[src/rtl/rsqv_pkg.sv]
// Shared types and constants for the rotated sprite quad vertex generator.
`timescale 1ns / 1ps

package rsqv_pkg;

    // Configuration register indexes
    localparam int CFG_IDX_W  = 2;
    localparam int CFG_DATA_W = 13;
    localparam logic [CFG_IDX_W-1:0] REG_SCREEN_WIDTH  = 2'd0;
    localparam logic [CFG_IDX_W-1:0] REG_SCREEN_HEIGHT = 2'd1;
    localparam logic [CFG_IDX_W-1:0] REG_PALETTE       = 2'd2;

    // Reset values of the configuration registers
    localparam logic [12:0] RST_SCREEN_WIDTH  = 13'd320;
    localparam logic [12:0] RST_SCREEN_HEIGHT = 13'd240;
    localparam logic [7:0]  RST_PALETTE       = 8'd0;

    // Quarter-wave sine polynomial coefficients, Q16
    localparam logic [16:0] POLY_A = 17'd102944;
    localparam logic [16:0] POLY_B = 17'd42048;
    localparam logic [16:0] POLY_C = 17'd4640;
    localparam logic [16:0] Q_ONE  = 17'd65536;

    // One sprite request after setup, handed from front to back
    typedef struct packed {
        logic signed [17:0] sin_v;
        logic signed [17:0] cos_v;
        logic signed [16:0] px;
        logic signed [16:0] py;
        logic signed [16:0] dx0;
        logic signed [16:0] dx1;
        logic signed [16:0] dy0;
        logic signed [16:0] dy1;
        logic signed [18:0] u0;
        logic signed [18:0] u1;
        logic signed [18:0] v0;
        logic signed [18:0] v1;
    } sprite_t;

endpackage

[src/rtl/rsqv_queue.sv]
// Two-entry queue of set-up sprite requests between front and back.
`timescale 1ns / 1ps

module rsqv_queue (
    input  logic                 clk,
    input  logic                 rst_n,
    input  logic                 push,
    input  rsqv_pkg::sprite_t    push_data,
    input  logic                 pop,
    output rsqv_pkg::sprite_t    pop_data,
    output logic                 full,
    output logic                 empty
);

    rsqv_pkg::sprite_t  slot_reg [2];
    logic               wr_ptr_reg, rd_ptr_reg;
    logic [1:0]         count_reg;

    assign full     = (count_reg == 2'd2);
    assign empty    = (count_reg == 2'd0);
    assign pop_data = slot_reg[rd_ptr_reg];

    // Advance pointers and level
    always_ff @(posedge clk or negedge rst_n)
    begin
        if (!rst_n)
        begin
            wr_ptr_reg <= 1'b0;
            rd_ptr_reg <= 1'b0;
            count_reg  <= 2'd0;
        end
        else
        begin
            if (push)
                wr_ptr_reg <= !wr_ptr_reg;
            if (pop)
                rd_ptr_reg <= !rd_ptr_reg;
            if (push && !pop)
                count_reg <= count_reg + 2'd1;
            else if (pop && !push)
                count_reg <= count_reg - 2'd1;
        end
    end

    // Store the request
    always_ff @(posedge clk)
    begin
        if (push)
            slot_reg[wr_ptr_reg] <= push_data;
    end

endmodule

[config.mk]
export PLATFORM = sky130hd
export DESIGN_NAME = rsqv_queue
export DESIGN_NICKNAME = d
export VERILOG_FILES = /design/src/rtl/rsqv_pkg.sv /design/src/rtl/rsqv_queue.sv
export SDC_FILE = /design/constraint.sdc
export NUM_CORES = 1
export LEC_CHECK = 0
export BUFFER_PORTS_ARGS = -buffer_cell sky130_fd_sc_hd__buf_2
export CORE_UTILIZATION = 56
export CTS_CLUSTER_SIZE = 24
export DETAILED_ROUTE_END_ITERATION = 12
export GPL_TIMING_DRIVEN = 1
export PLACE_DENSITY = 0.92
export SYNTH_ARGS = -nofsm -noshare
export SYNTH_HDL_FRONTEND = slang
export SYNTH_SLANG_ARGS = --single-unit
[constraint.sdc]
create_clock -name clk -period 29.7 [get_ports clk]
set_input_delay 0 -clock clk [delete_from_list [all_inputs] [get_ports clk]]
set_output_delay 0 -clock clk [all_outputs]
set_load 0.02 [all_outputs]
==> impl_results.rst <==
.. list-table::
   :header-rows: 1

   * - Metric
     - Value
   * - Outcome
     - finished clean
   * - Final Max Slew Viols
     - 0
   * - Synth top area share
     - 0.791
   * - Number of antenna violations at the first check in global routing
     - 10
   * - Setup Crit Path Kind
     - reg -> out
   * - Cells along the critical path
     - buf_4 -> buf_4 -> mux2_4 -> buf_2
   * - Wire length of the first global-routing pass
     - 58.7 mm
   * - Total DRC errors in the routed layout
     - 0
   * - Fill cell total of the finished layout
     - 1394
   * - Family with the most delay on the worst path
     - buffers and inverters
   * - Peak ir drop on the vdd network
     - 0.0756 mV
   * - Number of rows in the core area
     - 61
   * - Hold Buf Count CTS
     - 218
   * - Synth Cell Area
     - 16200 um^2
   * - Antenna violation net count after detailed routing
     - 0
   * - Transition time at the pin with the least slew margin
     - 1160 ps
   * - Die width
     - 172 um
   * - Final setup slack of the worst path
     - 25730 ps
   * - Kind of end point of the critical path
     - output pin
   * - Final setup violation count
     - 0
   * - Cells on Worst Hold Path
     - 2
   * - Overall die area
     - 29700 um^2
   * - Clock tree skew after final layout
     - 8.71 ps
   * - TritonCTS clock tree
     - done
   * - Area of the multi-input gates
     - 3070 um^2
   * - Cell accounting for the most synthesized area
     - sky130_fd_sc_hd__edfxtp_1
   * - Global route total overflow
     - 0
   * - Initial standard-cell utilization of the core
     - 0.577
   * - Total area of sequential cells
     - 13000 um^2
   * - Setup Total Neg Slack
     - 0 ps
   * - Leakage power
     - 8.90 nW
   * - Flip-flop count of the largest register after layout
     - 428
   * - Top Ports
     - 434
   * - Power density cells
     - 94.2 nW/um^2
   * - Clk Latency, worst-skew pair
     - 520 ps
   * - Via count of the first global-routing pass
     - 10200
   * - Via count normalized by instance count
     - 5.34
   * - Crit start category
     - flop
   * - Count of clock tree sinks
     - 432
   * - Data arrival time at the worst-slack endpoint
     - 3970 ps
   * - Synth Area per Inst
     - 23.8 um^2
   * - Total vias in the final route
     - 9506
   * - Total count of hold-check failures in the final report
     - 0
   * - Sequential area share after synthesis
     - 0.797
   * - Final worst path period share
     - 0.134
   * - Area after DPL
     - 18700 um^2
   * - Final HPWL from detailed placement
     - 22.9 mm
   * - Length of the first detailed-routing pass in iterations
     - 5
   * - CP max FO
     - 71
   * - PortBufs
     - 433
   * - Most area-consuming cells after synthesis
     - sky130_fd_sc_hd__edfxtp_1 79%, sky130_fd_sc_hd__mux2_4 14%, sky130_fd_sc_hd__mux2_2 4.4%, sky130_fd_sc_hd__buf_6 1.2%, sky130_fd_sc_hd__dfrtp_1 0.62%
   * - Signed area change from the synthesized netlist to the final layout
     - 36.9%
   * - Number of buffers created by CTS
     - 42
   * - Routability-driven placement congestion ratio
     - 0.862
   * - Initial DRC count
     - 704
   * - Clock slew at the register clock pins of the worst setup and hold paths
     - 70 ps
   * - Resize count post-CTS
     - 0
   * - Core Region
     - 28200 um^2
   * - Gate Count Post-Synth
     - 682
   * - Worst slew margin
     - 0.228
   * - Crit path max-delay cell type
     - sky130_fd_sc_hd__buf_4
   * - Setup slack at placement
     - 26370 ps
   * - Minimum clock period
     - 3970 ps
   * - Final layout net count
     - 1580
   * - Clock Tree Buf Depth
     - 3
   * - Number of cells on the worst reg-to-reg path
     - 3
   * - Data required, critical path
     - 29700 ps
   * - Vertical die dimension
     - 172 um
   * - Max stage delay on crit path
     - 920 ps
   * - Critical path depth
     - 4
   * - Total wire length after detailed routing
     - 41.9 mm
   * - Unique masters post-synth
     - 13
   * - Buffering stage count on the worst path with inverters included
     - 3
   * - Setup Fix Bufs, Post-CTS
     - 0
   * - Unrepaired setup endpoints after global routing
     - false
   * - Number of flip-flops and latches in the synthesized netlist
     - 432
   * - Maximum number of pins on one net before global-route repair
     - 82
   * - Yosys warning total
     - 0
   * - Gr usage total
     - 0.275
   * - Post-route standard cell area excluding fillers
     - 22200 um^2
   * - CTS H-tree lvls
     - 2
   * - Master cell of the clock root buffer
     - sky130_fd_sc_hd__clkbuf_16
   * - Maximum frequency from static timing analysis
     - 252 MHz
   * - WL/cell
     - 23.5 um
   * - Total of max-cap violations
     - 0
   * - Layout cells sized above 1
     - 0.515
   * - Post-synth net total
     - 901
   * - Hold Crit Class
     - in -> reg
   * - Most Frequent Cell on Critical Path
     - sky130_fd_sc_hd__buf_4
-- layer usage --
metal | vias to the layer above | share of wire | track usage
li1 | 4095 | - | -
met1 | 4753 | 0.34 | 0.283
met2 | 530 | 0.55 | 0.519
met3 | 128 | 0.068 | 0.0561
met4 | 0 | 0.046 | 0.144
met5 | - | 0 | 0
-- cell families (layout without fill, tap and decap cells) --
logic type / Yosys count / after routing / share of synthesized area
xor gates and xnor gates: 5 / 5 / 0.00270
adders and majority gates: 1 / 1 / 0.000770
other: 0 / 10 / 0
buffers and inverters: 25 / 736 / 0.0146
muxes: 214 / 214 / 0.183
DFF: 432 / 432 / 0.797
and+or+nand+nor: 5 / 5 / 0.00162
-- where the power goes --
part	switching, W	leakage (nW)	internal [W]
Combinational	0.000411	4.19	0.000309
Clock	0.000220	0.645	0.000290
Sequential	0.0000534	4.06	0.000812
Total	0.000684	8.90	0.00141
-- cell usage in the layout, fill, tap and decap left out --
| master | count |
|---|---|
| sky130_fd_sc_hd__clkbuf_1 | 10 |
| sky130_fd_sc_hd__diode_2 | 10 |
| sky130_fd_sc_hd__clkinv_2 | 10 |
| sky130_fd_sc_hd__dlygate4sd3_1 | 218 |
| sky130_fd_sc_hd__nor2b_4 | 1 |
| sky130_fd_sc_hd__xnor2_1 | 1 |
| sky130_fd_sc_hd__bufinv_16 | 1 |
| sky130_fd_sc_hd__clkbuf_16 | 45 |
| sky130_fd_sc_hd__buf_2 | 433 |
| sky130_fd_sc_hd__nor2b_1 | 1 |
| sky130_fd_sc_hd__dfrtp_1 | 3 |
| sky130_fd_sc_hd__edfxtp_1 | 428 |
| sky130_fd_sc_hd__ha_1 | 1 |
| sky130_fd_sc_hd__dfrtp_4 | 1 |
| sky130_fd_sc_hd__nor2_1 | 2 |
| sky130_fd_sc_hd__clkbuf_8 | 2 |
| sky130_fd_sc_hd__mux2_2 | 64 |
| sky130_fd_sc_hd__buf_4 | 8 |
| sky130_fd_sc_hd__clkinv_1 | 7 |
| sky130_fd_sc_hd__xor2_1 | 4 |
| sky130_fd_sc_hd__clkinvlp_4 | 1 |
| sky130_fd_sc_hd__mux2_4 | 150 |
| sky130_fd_sc_hd__inv_1 | 1 |
| sky130_fd_sc_hd__and2_4 | 1 |
-- through the flow --
stage / instances / util / hold WS (ps) / total power (W)
after detailed placement: 1477 / 0.665 / -175 / 0.00155
after floorplan: 682 / - / -296 / 0.00139
after CTS: 1771 / 0.789 / 174 / 0.00208
final: 1781 / 0.790 / 200 / 0.00210
after global routing: 1781 / 0.790 / 185 / 0.00217
after global placement: 1477 / 0.665 / -176 / 0.00153
-- cells in the mapped netlist --
cell type	instances
sky130_fd_sc_hd__nor2b_1	2
sky130_fd_sc_hd__edfxtp_1	428
sky130_fd_sc_hd__xnor2_1	1
sky130_fd_sc_hd__and2_1	1
sky130_fd_sc_hd__mux2_2	64
sky130_fd_sc_hd__nor2_1	2
sky130_fd_sc_hd__buf_6	18
sky130_fd_sc_hd__ha_1	1
sky130_fd_sc_hd__mux2_4	150
sky130_fd_sc_hd__inv_1	1
sky130_fd_sc_hd__xor2_1	4
sky130_fd_sc_hd__buf_2	6
sky130_fd_sc_hd__dfrtp_1	4
-- area by class of cell --
cell class | count | share of cell area
diodes | 10 | 0.00113
clock inverters | 19 | 0.00512
flip-flops and latches | 432 | 0.583
well taps | 378 | 0.0213
clock buffers | 57 | 0.0536
inverters | 1 | 0.000169
multi-input cells | 225 | 0.138
repair buffers | 659 | 0.198
-- worst paths after layout --
path                                           from                        end  slack [ps]
max                          rd_ptr_reg$_DFFE_PN0P_              pop_data[130]       25730
min                                   push_data[53]  slot_reg[0][53]$_DFFE_PP_         200
max reg2reg                  wr_ptr_reg$_DFFE_PN0P_  slot_reg[0][78]$_DFFE_PP_       27000
min reg2reg                count_reg[1]$_DFFE_PN0P_   count_reg[1]$_DFFE_PN0P_         540
max in group asynchronous                     rst_n     rd_ptr_reg$_DFFE_PN0P_       29000
min in group asynchronous                     rst_n     wr_ptr_reg$_DFFE_PN0P_         450
Power figures use the tool's default switching activity.
