[src/rtl/rsqv_pkg.sv]
// Shared types and constants for the rotated sprite quad vertex generator.
`timescale 1ns / 1ps

package rsqv_pkg;

    // Configuration register indexes
    localparam int CFG_IDX_W  = 2;
    localparam int CFG_DATA_W = 13;
    localparam logic [CFG_IDX_W-1:0] REG_SCREEN_WIDTH  = 2'd0;
    localparam logic [CFG_IDX_W-1:0] REG_SCREEN_HEIGHT = 2'd1;
    localparam logic [CFG_IDX_W-1:0] REG_PALETTE       = 2'd2;

    // Reset values of the configuration registers
    localparam logic [12:0] RST_SCREEN_WIDTH  = 13'd320;
    localparam logic [12:0] RST_SCREEN_HEIGHT = 13'd240;
    localparam logic [7:0]  RST_PALETTE       = 8'd0;

    // Quarter-wave sine polynomial coefficients, Q16
    localparam logic [16:0] POLY_A = 17'd102944;
    localparam logic [16:0] POLY_B = 17'd42048;
    localparam logic [16:0] POLY_C = 17'd4640;
    localparam logic [16:0] Q_ONE  = 17'd65536;

    // One sprite request after setup, handed from front to back
    typedef struct packed {
        logic signed [17:0] sin_v;
        logic signed [17:0] cos_v;
        logic signed [16:0] px;
        logic signed [16:0] py;
        logic signed [16:0] dx0;
        logic signed [16:0] dx1;
        logic signed [16:0] dy0;
        logic signed [16:0] dy1;
        logic signed [18:0] u0;
        logic signed [18:0] u1;
        logic signed [18:0] v0;
        logic signed [18:0] v1;
    } sprite_t;

endpackage

[src/rtl/rsqv_div.sv]
// Restoring divider, one quotient bit a cycle, with an overflow flag.
`timescale 1ns / 1ps

module rsqv_div #(
    parameter int DW = 56,
    parameter int QB = 33
) (
    input  logic             clk,
    input  logic             rst_n,
    input  logic             start,
    input  logic [DW-1:0]    dividend,
    input  logic [12:0]      den,
    output logic             busy,
    output logic             ovf,
    output logic [QB-1:0]    quot
);

    localparam int CW = $clog2(QB + 1);

    logic            busy_reg;
    logic [CW-1:0]   count_reg;
    logic [12:0]     rem_reg;
    logic [QB-1:0]   lo_reg;
    logic [QB-1:0]   quot_reg;
    logic            ovf_reg;

    logic [DW-1:0]   top_part;
    logic            is_ovf;
    logic [13:0]     trial;
    logic            fits;

    assign busy = busy_reg;
    assign ovf  = ovf_reg;
    assign quot = quot_reg;

    always_comb
    begin
        top_part = dividend >> QB;
        is_ovf   = (top_part >= DW'(den));
        trial    = {rem_reg, lo_reg[QB-1]};
        fits     = (trial >= {1'b0, den});
    end

    // Track the iteration count
    always_ff @(posedge clk or negedge rst_n)
    begin
        if (!rst_n)
        begin
            busy_reg  <= 1'b0;
            count_reg <= '0;
        end
        else if (start)
        begin
            busy_reg  <= 1'b1;
            count_reg <= is_ovf ? '0 : CW'(QB);
        end
        else if (busy_reg)
        begin
            if (count_reg == '0)
                busy_reg <= 1'b0;
            else
                count_reg <= count_reg - CW'(1);
        end
    end

    // Shift in one dividend bit and subtract when it fits
    always_ff @(posedge clk)
    begin
        if (start)
        begin
            ovf_reg  <= is_ovf;
            rem_reg  <= is_ovf ? 13'd0 : top_part[12:0];
            lo_reg   <= dividend[QB-1:0];
            quot_reg <= '0;
        end
        else if (busy_reg && (count_reg != '0))
        begin
            rem_reg  <= fits ? 13'(trial - {1'b0, den}) : trial[12:0];
            lo_reg   <= lo_reg << 1;
            quot_reg <= {quot_reg[QB-2:0], fits};
        end
    end

endmodule

[src/rtl/rsqv_back.sv]
// Back end: rotates each corner, normalizes it and emits four vertices.
`timescale 1ns / 1ps

module rsqv_back #(
    parameter int FRAC_BITS      = 16,
    parameter int TEX_SCALE_LOG2 = 10
) (
    input  logic                 clk,
    input  logic                 rst_n,
    input  logic                 q_empty,
    input  rsqv_pkg::sprite_t    q_data,
    output logic                 q_pop,
    input  logic [12:0]          w_eff,
    input  logic [12:0]          h_eff,
    input  logic [7:0]           palette,
    output logic                 strobe,
    output logic signed [31:0]   screen_x,
    output logic signed [31:0]   screen_y,
    output logic signed [17:0]   tex_u,
    output logic signed [17:0]   tex_v,
    output logic [7:0]           vertex_palette,
    output logic [1:0]           corner,
    output logic                 last_corner
);

    typedef enum logic [2:0] {B_IDLE, B_MUL, B_SUM, B_GO, B_WAIT} state_t;

    localparam int XW   = 37;
    localparam int NUMW = 40 + FRAC_BITS;
    localparam int QB   = 33;
    localparam logic signed [35:0] FONE = 36'sd1 <<< FRAC_BITS;
    localparam logic signed [35:0] S32_MAX = 36'sd2147483647;
    localparam logic signed [35:0] S32_MIN = -36'sd2147483648;

    state_t                  state_reg, state_next;
    logic [1:0]              corner_reg;
    rsqv_pkg::sprite_t       item_reg;
    logic signed [34:0]      pa_reg, pb_reg, pc_reg, pd_reg;
    logic [NUMW-1:0]         magx_reg, magy_reg;
    logic                    negx_reg, negy_reg;
    logic signed [17:0]      tu_reg, tv_reg;

    logic                    strobe_reg;
    logic signed [31:0]      sx_reg, sy_reg;
    logic signed [17:0]      ou_reg, ov_reg;
    logic [7:0]              pal_reg;
    logic [1:0]              ocorner_reg;

    logic signed [16:0]      dx, dy;
    logic signed [18:0]      tu_sel, tv_sel;
    logic signed [XW-1:0]    xr, yr;
    logic signed [NUMW-1:0]  numx, numy;
    logic [NUMW-1:0]         magx, magy;
    logic [29:0]             denx, deny;
    logic signed [17:0]      tu_val, tv_val;
    logic                    div_go;
    logic                    bx, by, ox, oy;
    logic [QB-1:0]           qx, qy;
    logic signed [35:0]      qxs, qys, nx_full, ny_full;
    logic signed [31:0]      nx, ny;
    logic                    done;

    // Texel to atlas units with rounding and saturation
    function automatic logic signed [17:0] tex_coord(input logic signed [18:0] t);
        logic signed [29:0] n;
        logic signed [29:0] s;
        n = (30'(t) <<< 10) + (30'sd1 <<< (TEX_SCALE_LOG2 - 1));
        s = n >>> TEX_SCALE_LOG2;
        if (s > 30'sd131071)
            return 18'sd131071;
        else if (s < -30'sd131072)
            return -18'sd131072;
        else
            return s[17:0];
    endfunction

    // Clamp to the signed 32-bit range
    function automatic logic signed [31:0] sat32(input logic signed [35:0] v);
        if (v > S32_MAX)
            return 32'sh7FFFFFFF;
        else if (v < S32_MIN)
            return 32'sh80000000;
        else
            return v[31:0];
    endfunction

    // Select the corner of the quad
    always_comb
    begin
        dx     = corner_reg[1] ? item_reg.dx1 : item_reg.dx0;
        dy     = corner_reg[0] ? item_reg.dy0 : item_reg.dy1;
        tu_sel = corner_reg[1] ? item_reg.u1  : item_reg.u0;
        tv_sel = corner_reg[0] ? item_reg.v0  : item_reg.v1;
    end

    // Build the rounded-division numerators and their magnitudes
    always_comb
    begin
        xr   = XW'(pa_reg) - XW'(pb_reg) + (XW'(item_reg.px) <<< 16);
        yr   = XW'(pc_reg) + XW'(pd_reg) + (XW'(item_reg.py) <<< 16);
        denx = {w_eff, 17'b0};
        deny = {h_eff, 17'b0};
        numx = (NUMW'(xr) <<< (FRAC_BITS + 2)) + NUMW'($signed({1'b0, w_eff, 16'h0000}));
        numy = (NUMW'(yr) <<< (FRAC_BITS + 2)) + NUMW'($signed({1'b0, h_eff, 16'h0000}));
        magx = (numx < 0) ? (NUMW'(-numx) + NUMW'(denx) - NUMW'(1)) : NUMW'(numx);
        magy = (numy < 0) ? (NUMW'(-numy) + NUMW'(deny) - NUMW'(1)) : NUMW'(numy);
        tu_val = tex_coord(tu_sel);
        tv_val = tex_coord(tv_sel);
    end

    assign div_go = (state_reg == B_GO);

    rsqv_div #(.DW(NUMW), .QB(QB)) u_div_x (
        .clk      (clk),
        .rst_n    (rst_n),
        .start    (div_go),
        .dividend (magx_reg >> 17),
        .den      (w_eff),
        .busy     (bx),
        .ovf      (ox),
        .quot     (qx)
    );

    rsqv_div #(.DW(NUMW), .QB(QB)) u_div_y (
        .clk      (clk),
        .rst_n    (rst_n),
        .start    (div_go),
        .dividend (magy_reg >> 17),
        .den      (h_eff),
        .busy     (by),
        .ovf      (oy),
        .quot     (qy)
    );

    // Apply signs, offset by one and saturate
    always_comb
    begin
        qxs     = negx_reg ? -36'($signed({1'b0, qx})) : 36'($signed({1'b0, qx}));
        qys     = negy_reg ? -36'($signed({1'b0, qy})) : 36'($signed({1'b0, qy}));
        nx_full = qxs - FONE;
        ny_full = FONE - qys;
        if (ox)
            nx = negx_reg ? 32'sh80000000 : 32'sh7FFFFFFF;
        else
            nx = sat32(nx_full);
        if (oy)
            ny = negy_reg ? 32'sh7FFFFFFF : 32'sh80000000;
        else
            ny = sat32(ny_full);
    end

    assign done  = (state_reg == B_WAIT) && !bx && !by;
    assign q_pop = (state_reg == B_IDLE) && !q_empty;

    // Step through the four corners
    always_comb
    begin
        state_next = state_reg;
        case (state_reg)
            B_IDLE:  if (!q_empty) state_next = B_MUL;
            B_MUL:   state_next = B_SUM;
            B_SUM:   state_next = B_GO;
            B_GO:    state_next = B_WAIT;
            B_WAIT:
            begin
                if (done)
                    state_next = (corner_reg == 2'd3) ? B_IDLE : B_MUL;
            end
            default: state_next = B_IDLE;
        endcase
    end

    // Hold state and the vertex strobe
    always_ff @(posedge clk or negedge rst_n)
    begin
        if (!rst_n)
        begin
            state_reg  <= B_IDLE;
            corner_reg <= 2'd0;
            strobe_reg <= 1'b0;
        end
        else
        begin
            state_reg  <= state_next;
            strobe_reg <= done;
            if (q_pop)
                corner_reg <= 2'd0;
            else if (done)
                corner_reg <= corner_reg + 2'd1;
        end
    end

    // Register products, numerators and the vertex
    always_ff @(posedge clk)
    begin
        if (q_pop)
            item_reg <= q_data;
        if (state_reg == B_MUL)
        begin
            pa_reg <= dx * item_reg.cos_v;
            pb_reg <= dy * item_reg.sin_v;
            pc_reg <= dx * item_reg.sin_v;
            pd_reg <= dy * item_reg.cos_v;
        end
        if (state_reg == B_SUM)
        begin
            magx_reg <= magx;
            magy_reg <= magy;
            negx_reg <= (numx < 0);
            negy_reg <= (numy < 0);
            tu_reg   <= tu_val;
            tv_reg   <= tv_val;
        end
        if (done)
        begin
            sx_reg      <= nx;
            sy_reg      <= ny;
            ou_reg      <= tu_reg;
            ov_reg      <= tv_reg;
            pal_reg     <= palette;
            ocorner_reg <= corner_reg;
        end
    end

    assign strobe         = strobe_reg;
    assign screen_x       = sx_reg;
    assign screen_y       = sy_reg;
    assign tex_u          = ou_reg;
    assign tex_v          = ov_reg;
    assign vertex_palette = pal_reg;
    assign corner         = ocorner_reg;
    assign last_corner    = (ocorner_reg == 2'd3);

endmodule

[config.mk]
export PLATFORM = sky130hd
export DESIGN_NAME = rsqv_back
export DESIGN_NICKNAME = d
export VERILOG_FILES = /design/src/rtl/rsqv_pkg.sv /design/src/rtl/rsqv_div.sv /design/src/rtl/rsqv_back.sv
export SDC_FILE = /design/constraint.sdc
export NUM_CORES = 2
export LEC_CHECK = 0
export ABC_AREA = 1
export BUFFER_PORTS_ARGS = -buffer_cell sky130_fd_sc_hd__buf_2
export CORE_AREA = 3 3 506 508
export CTS_CLUSTER_DIAMETER = 80
export CTS_CLUSTER_SIZE = 40
export DETAILED_ROUTE_END_ITERATION = 8
export DIE_AREA = 0 0 509 511
export PLACE_DENSITY_LB_ADDON = 0.15
export SLEW_MARGIN = 15
export SYNTH_ARGS = -nofsm -noshare
export SYNTH_HDL_FRONTEND = slang
export SYNTH_SLANG_ARGS = --single-unit
[constraint.sdc]
create_clock -name clk -period 10.2 [get_ports clk]
set_input_delay 1.02 -clock clk [delete_from_list [all_inputs] [get_ports clk]]
set_output_delay 1.02 -clock clk [all_outputs]
set_load 0.005 [all_outputs]
==> impl_metrics.tcl <==
set metrics [dict create \
    reg2reg_slack_ns 1.34 \
    worst-path-max-fanout 32 \
    timing.final.ws_setup_ns 1.34 \
    largest_net_degree_at_the_start_of_global_routing 121 \
    top_layer_used "met5" \
    dieWidth_um 509 \
    timing.hold.worst.class "in -> async" \
    cts_tree "done" \
    num-nets-final 12500 \
    cap_viol_max_count 0 \
    critical_path.max_stage_delay_ns 0.96 \
    hold_buffers 0 \
    clkSlewWorstSetupHoldPaths_ns 0.10 \
    final_layout_size_suffix_gt1_share_pct 8.20 \
    detailedRoute.firstPassIterationCount 8 \
    fin_crit_sh_pct 86.8 \
    synth_edf_count 674 \
    final-seq-area_sq_um 22100 \
    post_cts_resize_count 0 \
    crit_type "reg -> reg" \
    ys_seq_area_share_pct 25.1 \
    detailedPlacementHpwl_um 220000 \
    gr-total-overflow 0 \
    cts-buffers-inserted 68 \
    status "finished, final reports clean" \
    maxSlewHeadroom_pct 20.9 \
    effective_utilization_at_floorplan_pct 34.9 \
    synthTopCellsByArea "sky130_fd_sc_hd__fa_1, sky130_fd_sc_hd__edfxtp_1, sky130_fd_sc_hd__nand2_1" \
    cts.root.buffer_cell "sky130_fd_sc_hd__clkbuf_16" \
    setup_repair_after_global_routing_missed_its_margin "no" \
    cp_data_required_time_ns 10.67 \
    postCtsSetupRepairBufs 0 \
    timing.setup.tns_ns 0 \
    drtAntennaViolNets 0 \
    timing_hold_violations_final 0 \
    timing.critical_path.from_type "register" \
    synth_largest_type_area_fraction_pct 29.4 \
    io-pin-count 364 \
    grt_pass1_wl_um 420000 \
    finalClockSkew_ns 0.0657 \
    synth_largest_area_cell "sky130_fd_sc_hd__fa_1" \
    dr.first_iter.drc_count 4769 \
    h-tree-depth 3 \
    clock_sink_count 760 \
    yosysUniqueCellTypes 61 \
    place_congestion 0.902 \
    floorplan.die_area_sq_um 260000 \
    flow.area_growth_from_synthesis_pct 9.59 \
    route.met2.wl_um 124000 \
    detailroute.wirelength.met3_um 19000 \
    via_per_inst 4.84 \
    placementRows 184 \
    arrival_worst_endpoint_ns 9.33 \
    maxSlewViolCount 0 \
    post_synth.cell_area_avg_sq_um 8.65 \
    syn_area_sq_um 87900 \
    clock_insertion_delay_worst_skew_ns 0.74 \
    place_ws_ns 1.43 \
    number_of_flip_flops_in_the_largest_register 214 \
    synth_seq_cells 760 \
    min_period_ns 8.86 \
    multiInputGateArea_sq_um 56400 \
    number_of_port_buffers 363 \
    wl_met1_um 121000 \
    max-clock-path-buffers 3 \
    num_vias 67000 \
    endpoint_kind "register" \
    antenna_found_initial 24 \
    design.core.area_sq_um 252000 \
    max_freq_mhz 113 \
    drt_drc_violations_left 0 \
    filler_cell_count 25900 \
    setup-violations-final 0 \
    async_set_reset_flop_share_out_of_synthesis_pct 2.63 \
    yosys_most_used_dff "sky130_fd_sc_hd__edfxtp_1" \
    drt_wl_total_um 272000 \
    worst_pin_slew_ns 1.19 \
    timing.rr.start "corner_reg[0]" \
    grt_use_total_pct 21.1 \
    grt_pass1_vias 69500 \
    crit-reg2reg-capture "pb_reg[34]" \
    ff2ff_path_depth 27 \
    synthCells 10200 \
    die_y_um 511 \
    yosys_warnings 0 \
    worst_path_max_delay_cell "sky130_fd_sc_hd__clkinv_1" \
    avgRoutedWirePerCell_um 19.7 \
]
[worst max-delay path by stage]
stage,start,cells past startpoint,slack (ns),end
after detailed placement,corner_reg[1],28,1.43,pa_reg[32]
after global placement,corner_reg[1],28,1.51,pa_reg[32]
after floorplan,state_reg[1],6,0.54,state_reg[0]
final,corner_reg[0],27,1.34,pb_reg[34]
after global routing,corner_reg[0],27,0.68,pb_reg[34]
after CTS,corner_reg[1],28,1.41,pa_reg[32]
[placed cells by master, fill, tap and decap left out, types with 18 or more instances in the layout]
cell type and n:
sky130_fd_sc_hd__buf_2 363, sky130_fd_sc_hd__o22ai_1 81, sky130_fd_sc_hd__nor2_2 41, sky130_fd_sc_hd__buf_4 117, sky130_fd_sc_hd__inv_1 2171, sky130_fd_sc_hd__edfxtp_1 674
sky130_fd_sc_hd__inv_2 25, sky130_fd_sc_hd__fa_1 1290, sky130_fd_sc_hd__dfrtp_1 18, sky130_fd_sc_hd__clkbuf_16 68, sky130_fd_sc_hd__ha_1 546, sky130_fd_sc_hd__nor2_4 18
sky130_fd_sc_hd__nand2_2 52, sky130_fd_sc_hd__or2_2 71, sky130_fd_sc_hd__xnor2_1 133, sky130_fd_sc_hd__nand4_1 67, sky130_fd_sc_hd__nor2_1 971, sky130_fd_sc_hd__nor3_1 42
sky130_fd_sc_hd__xor2_1 234, sky130_fd_sc_hd__o21ai_0 176, sky130_fd_sc_hd__dfxtp_1 66, sky130_fd_sc_hd__nand3_1 316, sky130_fd_sc_hd__clkinv_1 24, sky130_fd_sc_hd__o21bai_1 21
sky130_fd_sc_hd__a21oi_1 281, sky130_fd_sc_hd__a31oi_1 55, sky130_fd_sc_hd__o21ai_1 27, sky130_fd_sc_hd__nand2_1 2321
[cell families after synthesis]
logic type / count (synthesis) / synth area share (%)
xor gates and xnor gates: 376 / 3.84
other: 1 / 0.00427
and+or+nand+nor: 3949 / 18.4
adders and majority gates: 1836 / 37.2
buffers and inverters: 2507 / 10.8
AOI/OAI and AO/OA: 730 / 4.69
DFF: 760 / 25.1
[stage by stage]
step	std cells	hold slack, ns	area, sq um	utilization (%)
after global placement	13700	0.400	93700	37.2
after floorplan	10200	0.400	87900	-
after detailed placement	13700	0.405	93700	37.2
final	13800	0.301	96300	38.3
after CTS	13800	0.255	96300	38.3
after global routing	13800	0.293	96300	38.3
[worst max-delay path, delay by kind of cell (launching register included)]
kind / cells / cell delay (ns)
buf+inv: 5 / 1.52
flops: 1 / 0.67
simple gates: 8 / 1.45
xor+xnor: 1 / 0.14
compound gates: 6 / 1.81
fa+ha+maj: 7 / 2.97
[routing by layer]
layer | up-vias | GRT usage (%)
met3 | 378 | 4.04
met5 | - | 0
li1 | 31500 | -
met4 | 18 | 5.73
met1 | 33200 | 29.4
met2 | 1935 | 33.5
[cell usage after synthesis (7+ instances only)]
cell type and count:
sky130_fd_sc_hd__nand2_1 2323, sky130_fd_sc_hd__xnor2_1 133, sky130_fd_sc_hd__a21boi_0 15, sky130_fd_sc_hd__clkinv_1 21
sky130_fd_sc_hd__nor2_2 40, sky130_fd_sc_hd__ha_1 546, sky130_fd_sc_hd__a21o_1 12, sky130_fd_sc_hd__clkbuf_1 254
sky130_fd_sc_hd__o21ai_0 176, sky130_fd_sc_hd__o211ai_1 16, sky130_fd_sc_hd__buf_2 11, sky130_fd_sc_hd__inv_1 2178
sky130_fd_sc_hd__nor2_1 975, sky130_fd_sc_hd__a31oi_1 55, sky130_fd_sc_hd__nor2_4 15, sky130_fd_sc_hd__edfxtp_1 674
sky130_fd_sc_hd__dfrtp_1 20, sky130_fd_sc_hd__or2_2 71, sky130_fd_sc_hd__buf_1 11, sky130_fd_sc_hd__o21ai_2 7
sky130_fd_sc_hd__fa_1 1290, sky130_fd_sc_hd__o21bai_1 21, sky130_fd_sc_hd__inv_2 20, sky130_fd_sc_hd__a21oi_1 281
sky130_fd_sc_hd__xor2_2 8, sky130_fd_sc_hd__nand2_2 50, sky130_fd_sc_hd__nand3b_1 8, sky130_fd_sc_hd__dfxtp_1 66
sky130_fd_sc_hd__o21a_1 8, sky130_fd_sc_hd__xor2_1 234, sky130_fd_sc_hd__o22ai_1 81, sky130_fd_sc_hd__nand3_2 16
sky130_fd_sc_hd__nor3_1 43, sky130_fd_sc_hd__nand4_1 67, sky130_fd_sc_hd__nor4_1 7, sky130_fd_sc_hd__o21ai_1 31
sky130_fd_sc_hd__nand3_1 316
[layout make-up]
class,instances,share of cell area [%]
inverter,2219,8.65
sequential,760,22.9
tap,3348,4.35
clock inverter,53,0.857
multi-input combinational,6893,58.6
antenna,14,0.0364
timing repair buffer,481,2.82
clock buffer,72,1.79
Power is left out: the tool's default activity adds up to more than one toggle a clock period on the data nets, which glitch-free logic cannot reach.
